<file path="config.mk">
export PLATFORM = sky130hd
export DESIGN_NAME = i2c_master_byte_engine_top
export DESIGN_NICKNAME = d
export VERILOG_FILES = /design/src/i2cm_pkg.sv /design/src/i2cm_fifo.sv /design/src/i2cm_front.sv /design/src/i2cm_engine.sv /design/src/i2c_master_byte_engine_top.sv
export SDC_FILE = /design/constraint.sdc
export NUM_CORES = 1
export LEC_CHECK = 0
export BUFFER_PORTS_ARGS = -buffer_cell sky130_fd_sc_hd__buf_2
export CAP_MARGIN = 20
export CORE_ASPECT_RATIO = 2
export CORE_MARGIN = 2
export CORE_UTILIZATION = 55
export DETAILED_ROUTE_END_ITERATION = 10
export PLACE_DENSITY = 0.8
export SLEW_MARGIN = 10
export SYNTH_ARGS = -nofsm -noshare
export SYNTH_HDL_FRONTEND = slang
export SYNTH_SLANG_ARGS = --single-unit
export TNS_END_PERCENT = 20
</file>
<file path="constraint.sdc">
create_clock -name clk -period 3.8 [get_ports clk]
set_input_delay 0.57 -clock clk [delete_from_list [all_inputs] [get_ports clk]]
set_output_delay 0.57 -clock clk [all_outputs]
set_load 0.005 [all_outputs]
</file>
<file path="src/i2cm_pkg.sv">
// Shared types and command codes for the I2C master byte engine.
`default_nettype none

package i2cm_pkg;

    localparam logic [2:0] CMD_NONE  = 3'd0;
    localparam logic [2:0] CMD_START = 3'd1;
    localparam logic [2:0] CMD_STOP  = 3'd2;
    localparam logic [2:0] CMD_WRITE = 3'd3;
    localparam logic [2:0] CMD_READ  = 3'd4;
    localparam logic [2:0] CMD_ACK   = 3'd5;
    localparam logic [2:0] CMD_NACK  = 3'd6;
    localparam logic [2:0] CMD_WAIT  = 3'd7;

    localparam logic [15:0] HALF_PERIOD_RESET = 16'd5;
    localparam logic [7:0]  ACK_TIMEOUT_RESET = 8'd20;

    localparam logic [0:0] REG_HALF_PERIOD = 1'b0;
    localparam logic [0:0] REG_ACK_TIMEOUT = 1'b1;

    typedef struct packed {
        logic [2:0] command;
        logic [7:0] tx_byte;
        logic       sda_in;
    } in_item_t;

    typedef struct packed {
        logic       scl_level;
        logic       sda_level;
        logic       busy_res;
        logic       done_res;
        logic [7:0] rx_byte;
        logic       ack_missing;
    } res_item_t;

    typedef struct packed {
        logic       has_cmd;
        logic [2:0] command;
        logic [7:0] tx_byte;
        logic       sda_in;
    } tick_entry_t;

    typedef struct packed {
        logic [15:0] half_period;
        logic [7:0]  ack_timeout;
    } cfg_t;

endpackage

`default_nettype wire

</file>
<file path="src/i2cm_fifo.sv">
// Small flop-based queue used between the stages.
`default_nettype none

module i2cm_fifo #(
    parameter int WIDTH = 8,
    parameter int DEPTH = 2
) (
    input  wire logic             clk,
    input  wire logic             rst_n,
    input  wire logic             push,
    input  wire logic [WIDTH-1:0] wdata,
    output logic                  full,
    input  wire logic             pop,
    output logic [WIDTH-1:0]      rdata,
    output logic                  empty
);

    localparam int AW = (DEPTH > 1) ? $clog2(DEPTH) : 1;
    localparam int CW = $clog2(DEPTH + 1);
    localparam logic [AW-1:0] LAST = AW'(DEPTH - 1);
    localparam logic [CW-1:0] FULL_COUNT = CW'(DEPTH);

    logic [WIDTH-1:0] mem_reg [DEPTH];
    logic [AW-1:0]    wr_ptr_reg, wr_ptr_next;
    logic [AW-1:0]    rd_ptr_reg, rd_ptr_next;
    logic [CW-1:0]    count_reg, count_next;
    logic             do_push, do_pop;

    assign full    = (count_reg == FULL_COUNT);
    assign empty   = (count_reg == '0);
    assign do_push = push && !full;
    assign do_pop  = pop && !empty;
    assign rdata   = mem_reg[rd_ptr_reg];

    always_comb
    begin
        wr_ptr_next = wr_ptr_reg;
        rd_ptr_next = rd_ptr_reg;
        count_next  = count_reg;
        if (do_push)
        begin
            wr_ptr_next = (wr_ptr_reg == LAST) ? '0 : wr_ptr_reg + AW'(1);
        end
        if (do_pop)
        begin
            rd_ptr_next = (rd_ptr_reg == LAST) ? '0 : rd_ptr_reg + AW'(1);
        end
        if (do_push && !do_pop)
        begin
            count_next = count_reg + CW'(1);
        end
        else if (do_pop && !do_push)
        begin
            count_next = count_reg - CW'(1);
        end
    end

    always_ff @(posedge clk or negedge rst_n)
    begin
        if (!rst_n)
        begin
            wr_ptr_reg <= '0;
            rd_ptr_reg <= '0;
            count_reg  <= '0;
        end
        else
        begin
            wr_ptr_reg <= wr_ptr_next;
            rd_ptr_reg <= rd_ptr_next;
            count_reg  <= count_next;
        end
    end

    always_ff @(posedge clk)
    begin
        if (do_push)
        begin
            mem_reg[wr_ptr_reg] <= wdata;
        end
    end

endmodule

`default_nettype wire

</file>
<file path="src/i2cm_front.sv">
// Front stage: accept and classify ticks, queue them for the engine.
`default_nettype none

module i2cm_front
    import i2cm_pkg::*;
#(
    parameter int DEPTH = 2
) (
    input  wire logic        clk,
    input  wire logic        rst_n,
    input  wire logic        push,
    input  wire in_item_t    item,
    output logic             full,
    input  wire logic        q_pop,
    output tick_entry_t      q_entry,
    output logic             q_empty
);

    tick_entry_t entry;

    always_comb
    begin
        entry.has_cmd = (item.command != CMD_NONE);
        entry.command = item.command;
        entry.tx_byte = item.tx_byte;
        entry.sda_in  = item.sda_in;
    end

    i2cm_fifo #(
        .WIDTH ($bits(tick_entry_t)),
        .DEPTH (DEPTH)
    ) u_tick_q (
        .clk   (clk),
        .rst_n (rst_n),
        .push  (push),
        .wdata (entry),
        .full  (full),
        .pop   (q_pop),
        .rdata (q_entry),
        .empty (q_empty)
    );

endmodule

`default_nettype wire

</file>
<file path="src/i2cm_engine.sv">
// Back stage: bus phase sequencer, one queued tick per step.
`default_nettype none

module i2cm_engine
    import i2cm_pkg::*;
(
    input  wire logic        clk,
    input  wire logic        rst_n,
    input  wire cfg_t        cfg,
    input  wire logic        q_empty,
    input  wire tick_entry_t q_entry,
    output logic             q_pop,
    input  wire logic        res_full,
    output logic             res_push,
    output res_item_t        res_item
);

    localparam logic [4:0] PH_IDLE = 5'd0;
    localparam logic [4:0] PH_ST_A = 5'd1;
    localparam logic [4:0] PH_ST_B = 5'd2;
    localparam logic [4:0] PH_SP_0 = 5'd3;
    localparam logic [4:0] PH_SP_A = 5'd4;
    localparam logic [4:0] PH_SP_B = 5'd5;
    localparam logic [4:0] PH_AK_A = 5'd6;
    localparam logic [4:0] PH_AK_B = 5'd7;
    localparam logic [4:0] PH_NK_A = 5'd8;
    localparam logic [4:0] PH_NK_B = 5'd9;
    localparam logic [4:0] PH_NK_C = 5'd10;
    localparam logic [4:0] PH_WA_A = 5'd11;
    localparam logic [4:0] PH_WA_P = 5'd12;
    localparam logic [4:0] PH_WA_C = 5'd13;
    localparam logic [4:0] PH_WR_A = 5'd14;
    localparam logic [4:0] PH_WR_B = 5'd15;
    localparam logic [4:0] PH_WR_C = 5'd16;
    localparam logic [4:0] PH_RD_A = 5'd17;
    localparam logic [4:0] PH_RD_B = 5'd18;

    logic [4:0]  phase_reg, phase_next;
    logic [2:0]  bit_reg, bit_next;
    logic [7:0]  shift_reg, shift_next;
    logic [15:0] hold_reg, hold_next;
    logic [7:0]  wait_reg, wait_next;
    logic [1:0]  line_reg, line_next;
    logic [7:0]  rx_reg, rx_next;
    logic        ack_reg, ack_next;
    logic        done;
    logic        step;
    logic [15:0] half_eff;

    assign step     = !q_empty && !res_full;
    assign q_pop    = step;
    assign res_push = step;
    assign half_eff = (cfg.half_period == '0) ? 16'd1 : cfg.half_period;

    always_comb
    begin
        phase_next = phase_reg;
        bit_next   = bit_reg;
        shift_next = shift_reg;
        hold_next  = hold_reg;
        wait_next  = wait_reg;
        line_next  = line_reg;
        rx_next    = rx_reg;
        ack_next   = ack_reg;
        done       = 1'b0;
        if (phase_reg == PH_IDLE)
        begin
            if (q_entry.has_cmd)
            begin
                hold_next = half_eff;
                case (q_entry.command)
                    CMD_START:
                    begin
                        phase_next = PH_ST_A;
                        line_next  = 2'b11;
                    end
                    CMD_STOP:
                    begin
                        phase_next = PH_SP_0;
                        line_next  = 2'b00;
                        hold_next  = 16'd1;
                    end
                    CMD_WRITE:
                    begin
                        shift_next = q_entry.tx_byte;
                        bit_next   = '0;
                        phase_next = PH_WR_A;
                        line_next  = {1'b0, q_entry.tx_byte[7]};
                    end
                    CMD_READ:
                    begin
                        shift_next = '0;
                        bit_next   = '0;
                        phase_next = PH_RD_A;
                        line_next  = 2'b01;
                    end
                    CMD_ACK:
                    begin
                        phase_next = PH_AK_A;
                        line_next  = 2'b00;
                    end
                    CMD_NACK:
                    begin
                        phase_next = PH_NK_A;
                        line_next  = {1'b0, line_reg[0]};
                    end
                    CMD_WAIT:
                    begin
                        ack_next   = 1'b0;
                        wait_next  = '0;
                        phase_next = PH_WA_A;
                        line_next  = 2'b11;
                    end
                    default:
                    begin
                        hold_next = hold_reg;
                    end
                endcase
            end
        end
        else if (phase_reg == PH_WA_P)
        begin
            if (q_entry.sda_in)
            begin
                if (wait_reg >= cfg.ack_timeout)
                begin
                    ack_next   = 1'b1;
                    phase_next = PH_SP_0;
                    line_next  = 2'b00;
                    hold_next  = 16'd1;
                end
                else
                begin
                    wait_next = wait_reg + 8'd1;
                end
            end
            else
            begin
                phase_next = PH_WA_C;
                line_next  = 2'b01;
                hold_next  = half_eff;
            end
        end
        else if (hold_reg > 16'd1)
        begin
            hold_next = hold_reg - 16'd1;
        end
        else
        begin
            hold_next = half_eff;
            case (phase_reg)
                PH_ST_A:
                begin
                    phase_next = PH_ST_B;
                    line_next  = 2'b10;
                end
                PH_ST_B:
                begin
                    line_next  = 2'b00;
                    phase_next = PH_IDLE;
                    hold_next  = hold_reg;
                    done       = 1'b1;
                end
                PH_SP_0:
                begin
                    phase_next = PH_SP_A;
                    line_next  = 2'b10;
                end
                PH_SP_A:
                begin
                    phase_next = PH_SP_B;
                    line_next  = 2'b11;
                end
                PH_AK_A:
                begin
                    phase_next = PH_AK_B;
                    line_next  = 2'b10;
                end
                PH_AK_B:
                begin
                    line_next  = 2'b00;
                    phase_next = PH_IDLE;
                    hold_next  = hold_reg;
                    done       = 1'b1;
                end
                PH_NK_A:
                begin
                    phase_next = PH_NK_B;
                    line_next  = 2'b01;
                end
                PH_NK_B:
                begin
                    phase_next = PH_NK_C;
                    line_next  = 2'b11;
                end
                PH_NK_C:
                begin
                    line_next  = 2'b01;
                    phase_next = PH_IDLE;
                    hold_next  = hold_reg;
                    done       = 1'b1;
                end
                PH_WA_A:
                begin
                    phase_next = PH_WA_P;
                    wait_next  = '0;
                    hold_next  = hold_reg;
                end
                PH_SP_B, PH_WA_C:
                begin
                    phase_next = PH_IDLE;
                    hold_next  = hold_reg;
                    done       = 1'b1;
                end
                PH_WR_A:
                begin
                    phase_next = PH_WR_B;
                    line_next  = {1'b1, shift_reg[7]};
                end
                PH_WR_B:
                begin
                    phase_next = PH_WR_C;
                    line_next  = {1'b0, shift_reg[7]};
                end
                PH_WR_C:
                begin
                    if (bit_reg == 3'd7)
                    begin
                        phase_next = PH_IDLE;
                        hold_next  = hold_reg;
                        done       = 1'b1;
                    end
                    else
                    begin
                        shift_next = {shift_reg[6:0], 1'b0};
                        bit_next   = bit_reg + 3'd1;
                        phase_next = PH_WR_A;
                        line_next  = {1'b0, shift_reg[6]};
                    end
                end
                PH_RD_A:
                begin
                    phase_next = PH_RD_B;
                    line_next  = 2'b11;
                end
                PH_RD_B:
                begin
                    shift_next = {shift_reg[6:0], q_entry.sda_in};
                    if (bit_reg == 3'd7)
                    begin
                        rx_next    = {shift_reg[6:0], q_entry.sda_in};
                        phase_next = PH_IDLE;
                        hold_next  = hold_reg;
                        done       = 1'b1;
                    end
                    else
                    begin
                        bit_next   = bit_reg + 3'd1;
                        phase_next = PH_RD_A;
                        line_next  = 2'b01;
                    end
                end
                default:
                begin
                    phase_next = PH_IDLE;
                    hold_next  = hold_reg;
                end
            endcase
        end
    end

    always_comb
    begin
        res_item.scl_level   = line_next[1];
        res_item.sda_level   = line_next[0];
        res_item.busy_res    = (phase_next != PH_IDLE);
        res_item.done_res    = done;
        res_item.rx_byte     = rx_next;
        res_item.ack_missing = ack_next;
    end

    always_ff @(posedge clk or negedge rst_n)
    begin
        if (!rst_n)
        begin
            phase_reg <= PH_IDLE;
            bit_reg   <= '0;
            shift_reg <= '0;
            hold_reg  <= '0;
            wait_reg  <= '0;
            line_reg  <= 2'b11;
            rx_reg    <= '0;
            ack_reg   <= 1'b0;
        end
        else if (step)
        begin
            phase_reg <= phase_next;
            bit_reg   <= bit_next;
            shift_reg <= shift_next;
            hold_reg  <= hold_next;
            wait_reg  <= wait_next;
            line_reg  <= line_next;
            rx_reg    <= rx_next;
            ack_reg   <= ack_next;
        end
    end

    a_poll_scl_high: assert property (@(posedge clk) disable iff (!rst_n)
        (phase_reg == PH_WA_P) |-> line_reg[1])
        else $error("SCL not released while polling for ack");

    a_hold_keeps_phase: assert property (@(posedge clk) disable iff (!rst_n)
        (step && phase_reg != PH_IDLE && phase_reg != PH_WA_P && hold_reg > 16'd1)
        |=> (phase_reg == $past(phase_reg)))
        else $error("phase left before its hold count ran out");

    a_done_to_idle: assert property (@(posedge clk) disable iff (!rst_n)
        (step && done) |=> (phase_reg == PH_IDLE))
        else $error("engine not idle after a finished command");

    a_timeout_flag: assert property (@(posedge clk) disable iff (!rst_n)
        (step && !ack_reg && ack_next) |=> (phase_reg == PH_SP_0))
        else $error("ack timeout did not enter stop");

endmodule

`default_nettype wire

</file>
<file path="src/i2c_master_byte_engine_top.sv">
// Top level of the I2C master byte engine: config registers, front, engine, result queue.
//
//  port group  | handshake            | carries
//  ------------+----------------------+------------------------------------
//  item in     | push / full          | item: command, tx_byte, sda_in
//  result out  | pop / empty          | result: lines, busy, done, rx, ack
//  config      | psel/penable/pready  | half_period @0x0, ack_timeout @0x4
//
//  One tick item in, one result item out; sustained rate one item per cycle while the
//  result queue has room. The tick queue holds each accepted item, then the sequencer
//  steps and writes the result queue; a full result queue stalls that step.
//  The sequencer steps only when a tick is queued and the result queue has room.
//  Reset releases both lines and leaves the sequencer idle.
`default_nettype none

module i2c_master_byte_engine_top
    import i2cm_pkg::*;
#(
    parameter int QUEUE_DEPTH = 2
) (
    input  wire logic        clk,
    input  wire logic        rst_n,
    input  wire logic        push,
    input  wire in_item_t    item,
    output logic             full,
    input  wire logic        pop,
    output res_item_t        result,
    output logic             empty,
    input  wire logic        psel,
    input  wire logic        penable,
    input  wire logic        pwrite,
    input  wire logic [2:0]  paddr,
    input  wire logic [31:0] pwdata,
    output logic [31:0]      prdata,
    output logic             pready
);

    cfg_t        cfg_reg, cfg_next;
    tick_entry_t q_entry;
    logic        q_empty, q_pop;
    res_item_t   res_item;
    logic        res_push, res_full;
    logic        wr_en;

    assign pready = 1'b1;
    assign wr_en  = psel && penable && pwrite && pready;

    always_comb
    begin
        cfg_next = cfg_reg;
        if (wr_en)
        begin
            case (paddr[2])
                REG_HALF_PERIOD: cfg_next.half_period = pwdata[15:0];
                REG_ACK_TIMEOUT: cfg_next.ack_timeout = pwdata[7:0];
                default:         cfg_next = cfg_reg;
            endcase
        end
    end

    always_comb
    begin
        case (paddr[2])
            REG_HALF_PERIOD: prdata = {16'd0, cfg_reg.half_period};
            REG_ACK_TIMEOUT: prdata = {24'd0, cfg_reg.ack_timeout};
            default:         prdata = '0;
        endcase
    end

    always_ff @(posedge clk or negedge rst_n)
    begin
        if (!rst_n)
        begin
            cfg_reg.half_period <= HALF_PERIOD_RESET;
            cfg_reg.ack_timeout <= ACK_TIMEOUT_RESET;
        end
        else
        begin
            cfg_reg <= cfg_next;
        end
    end

    i2cm_front #(
        .DEPTH (QUEUE_DEPTH)
    ) u_front (
        .clk     (clk),
        .rst_n   (rst_n),
        .push    (push),
        .item    (item),
        .full    (full),
        .q_pop   (q_pop),
        .q_entry (q_entry),
        .q_empty (q_empty)
    );

    i2cm_engine u_engine (
        .clk      (clk),
        .rst_n    (rst_n),
        .cfg      (cfg_reg),
        .q_empty  (q_empty),
        .q_entry  (q_entry),
        .q_pop    (q_pop),
        .res_full (res_full),
        .res_push (res_push),
        .res_item (res_item)
    );

    i2cm_fifo #(
        .WIDTH ($bits(res_item_t)),
        .DEPTH (QUEUE_DEPTH)
    ) u_res_q (
        .clk   (clk),
        .rst_n (rst_n),
        .push  (res_push),
        .wdata (res_item),
        .full  (res_full),
        .pop   (pop),
        .rdata (result),
        .empty (empty)
    );

endmodule

`default_nettype wire
</file>
==> metrics.txt <==
CP Max Fanout 5; ys flop type dfrtp_1; asr flop ratio synth 61.48%; CP Launch Type register; initial antenna violation count 0; vias per inst 6.386; remaining antenna violation count after routing 0; CTS-repair resized insts 0; PortBufs 66; Die ar. 14430 µm²; Die Height 167.9 µm; WP buf/inv 1; ant diodes 0; worst path cell trace inv_1 > ha_1 > nand2b_1 > a2111oi_2 > o21ai_0 > a21oi_1 > o211ai_1 > or4_1; Setup CP Type register to register; worst setup margin about 0.8 ns; Crit path largest cell delay between 0.5 and 0.6 ns; vias 5747; Final min period 3.009 ns; number of synthesized flops with an enable pin 52; pwr/cell area 807.2 nW/µm²; DRC errors left 0; internal power between 0.004 and 0.005 W; Final Skew between 0.01 and 0.015 ns; vias in the first global route between 5000 and 6000; P_sw 0.002693 W; share of the synthesized area in the top cell type 26.08%; initial DRC count 682; outcome finished clean; arrival time at the worst endpoint 3.15 ns; sequential cell fraction of total power 37.8%; Pleak 3.441 nW; Seq/Total Area, Yosys approximately half; Area contributors post-synth dfrtp_1, edfxtp_1, mux2_2; clock sinks 135; WP data required 3.94 ns; CTS Hold Buffers Added 0; CTS tree yes; GPL Wtd Cong 0.9525; postcts setup bufs 0; unrepaired setup endpoints after global routing no; total grt overflow 0; Fillers 997; global-route usage over all layers 25.97%; Core ar. 13070 µm²; Root Driver clkbuf_16; Final Cycle Share roughly four fifths; row count 59; worst-margin pin slew about 1.1 ns; Worst VDD drop 0.6429 mV; combinational fraction of design power between 30% and 40%; layout cells sized above 1 between 20 and 30%; cells after synthesis 673; DRT Pass-1 Iters 6; Final Util around 64%; routed length per instance 20.00 µm; I/O pins 102; CP top delay family compound AO/OA/AOI/OAI gates; global-route wire length before repair 29200 µm; pins over their slew limit 0; Clock Tree Buf Depth 2; Final Hold Vio Count 0; HPWL Detailed between 10000 and 15000 µm; Clk Latency, worst-skew pair 0.42 ns; synth unique cells 69; Final nets 804; CTS buffer count 17; H-tree Lvls 4; Clock transition at path regs 0.07 ns; Mean Syn Cell Area 10.98 µm²; Final setup viols 0; Yosys Warn Count 0; max frequency 0.3324 GHz; area leader, netlist dfrtp_1; pin count of the biggest net entering global routing 84; synthesized area 7388 µm²; synthesis-stage register bit count about 140; total negative slack 0 ns; WL final 18000 µm; slowest stage cell on the critical path or4_1; Starting Density 56.55%; part of the power in the clock network 24.1%; max_cap viols 0; switching share of power about 40%; Setup crit end kind register; Hold Crit Class primary input to asynchronous set/reset pin; Slew headroom 27.34%; Layout area overhead 13.63%; pre-CTS WS just under 0.9 ns; Die W 85.96 µm
==> area by class of cell <==
type | count | area [µm²] | area share [%]
multi-input cells | 481 | 3435 | 40.91
well taps | 152 | 190.2 | 2.265
repair buffers | 78 | 442.9 | 5.276
clock inverters | 14 | 148.9 | 1.773
inverters | 22 | 82.58 | 0.9836
clock buffers | 18 | 450.4 | 5.365
flip-flops and latches | 135 | 3646 | 43.43
==> metal layers <==
| metal | wire length [µm] | GRT usage [%] | vias up |
|---|---|---|---|
| met1 | 6079 | 26.73 | 2795 |
| met2 | 10190 | 48.50 | 253 |
| met3 | 826 | 4.265 | 73 |
| met5 | 0 | 0 | - |
| met4 | 908 | 13.73 | 0 |
| li1 | - | - | 2626 |
==> cell families after synthesis <==
| logic type | Yosys count | share of synthesized area (%) |
|---|---|---|
| AOI/OAI and AO/OA | 159 | 14.50 |
| xor gates and xnor gates | 16 | 1.897 |
| adders and majority gates | 15 | 2.540 |
| buffers and inverters | 72 | 4.928 |
| DFF | 135 | 49.35 |
| muxes | 86 | 12.94 |
| other | 2 | 0.1016 |
| and+or+nand+nor | 188 | 13.75 |
==> Yosys cell counts, drive strengths merged, types with 13 or more instances <==
master and n:
dfrtp 77, mux2 76, edfxtp 52, a21oi 37, nand2 37, buf 36
o21ai 36, nor2 30, nand3 29, inv 22, nor3 17, ha 15
nor4 15, o2bb2ai 15, clkbuf 14, nor2b 13
==> placed cells by master (no fill, tap or decap), drive strengths merged, types with 9 or more instances in the layout <==
master | netlist | routed
dfrtp | 77 | 77
buf | 36 | 77
mux2 | 76 | 76
edfxtp | 52 | 52
a21oi | 37 | 37
nand2 | 37 | 37
o21ai | 36 | 36
inv | 22 | 31
nor2 | 30 | 30
nand3 | 29 | 29
clkbuf | 14 | 19
conb | 2 | 17
nor3 | 17 | 17
o2bb2ai | 15 | 15
ha | 15 | 15
nor4 | 15 | 15
nor2b | 13 | 13
xnor2 | 11 | 11
mux2i | 10 | 10
a22oi | 10 | 10
nand2b | 9 | 9
a31oi | 9 | 9
==> per-stage QoR <==
step	cell area (µm²)	instances	hold WS [ns]	total power [W]
floorplan	7445	688	0.2744	0.004313
global placement	7731	862	0.4645	0.004920
detailed placement	7731	862	0.4751	0.005062
CTS	8330	894	0.3255	0.006718
global route	8396	900	0.03089	0.007138
finish	8396	900	0.02162	0.006777
==> worst paths after layout <==
kind                            slack (ns)  depth (start not counted)                              to                  start
worst max register to register        0.79                          8          u_res_q.mem_reg[0][10]   u_engine.wait_reg[0]
worst min register to register        0.49                          1           u_engine.hold_reg[14]  u_engine.hold_reg[14]
worst max-delay path                  0.79                          8          u_res_q.mem_reg[0][10]   u_engine.wait_reg[0]
max in group asynchronous             3.13                          2                     cfg_reg[10]                  rst_n
worst min-delay path                  0.02                          1                     cfg_reg[16]                  rst_n
min in group clk                      0.33                          1  u_front.u_tick_q.mem_reg[1][4]                item[4]
==> worst reg2reg max path, stage by stage (launching register included) <==
cell,delay (ns)
dfrtp_1,0.39
inv_1,0.10
ha_1,0.23
nand2b_1,0.15
a2111oi_2,0.45
o21ai_0,0.36
a21oi_1,0.33
o211ai_1,0.13
or4_1,0.58
==> power by group through the flow <==
stage          clock network [W]  logic [W]  registers, W
2_1_floorplan                  0    0.00201       0.00230
6_report                 0.00163    0.00258       0.00256
3_5_place_dp                   0    0.00249       0.00257
3_3_place_gp                   0    0.00239       0.00253
5_1_grt                  0.00170    0.00281       0.00263
4_1_cts                  0.00165    0.00252       0.00255
No activity file was read; power rests on OpenSTA's default activity.
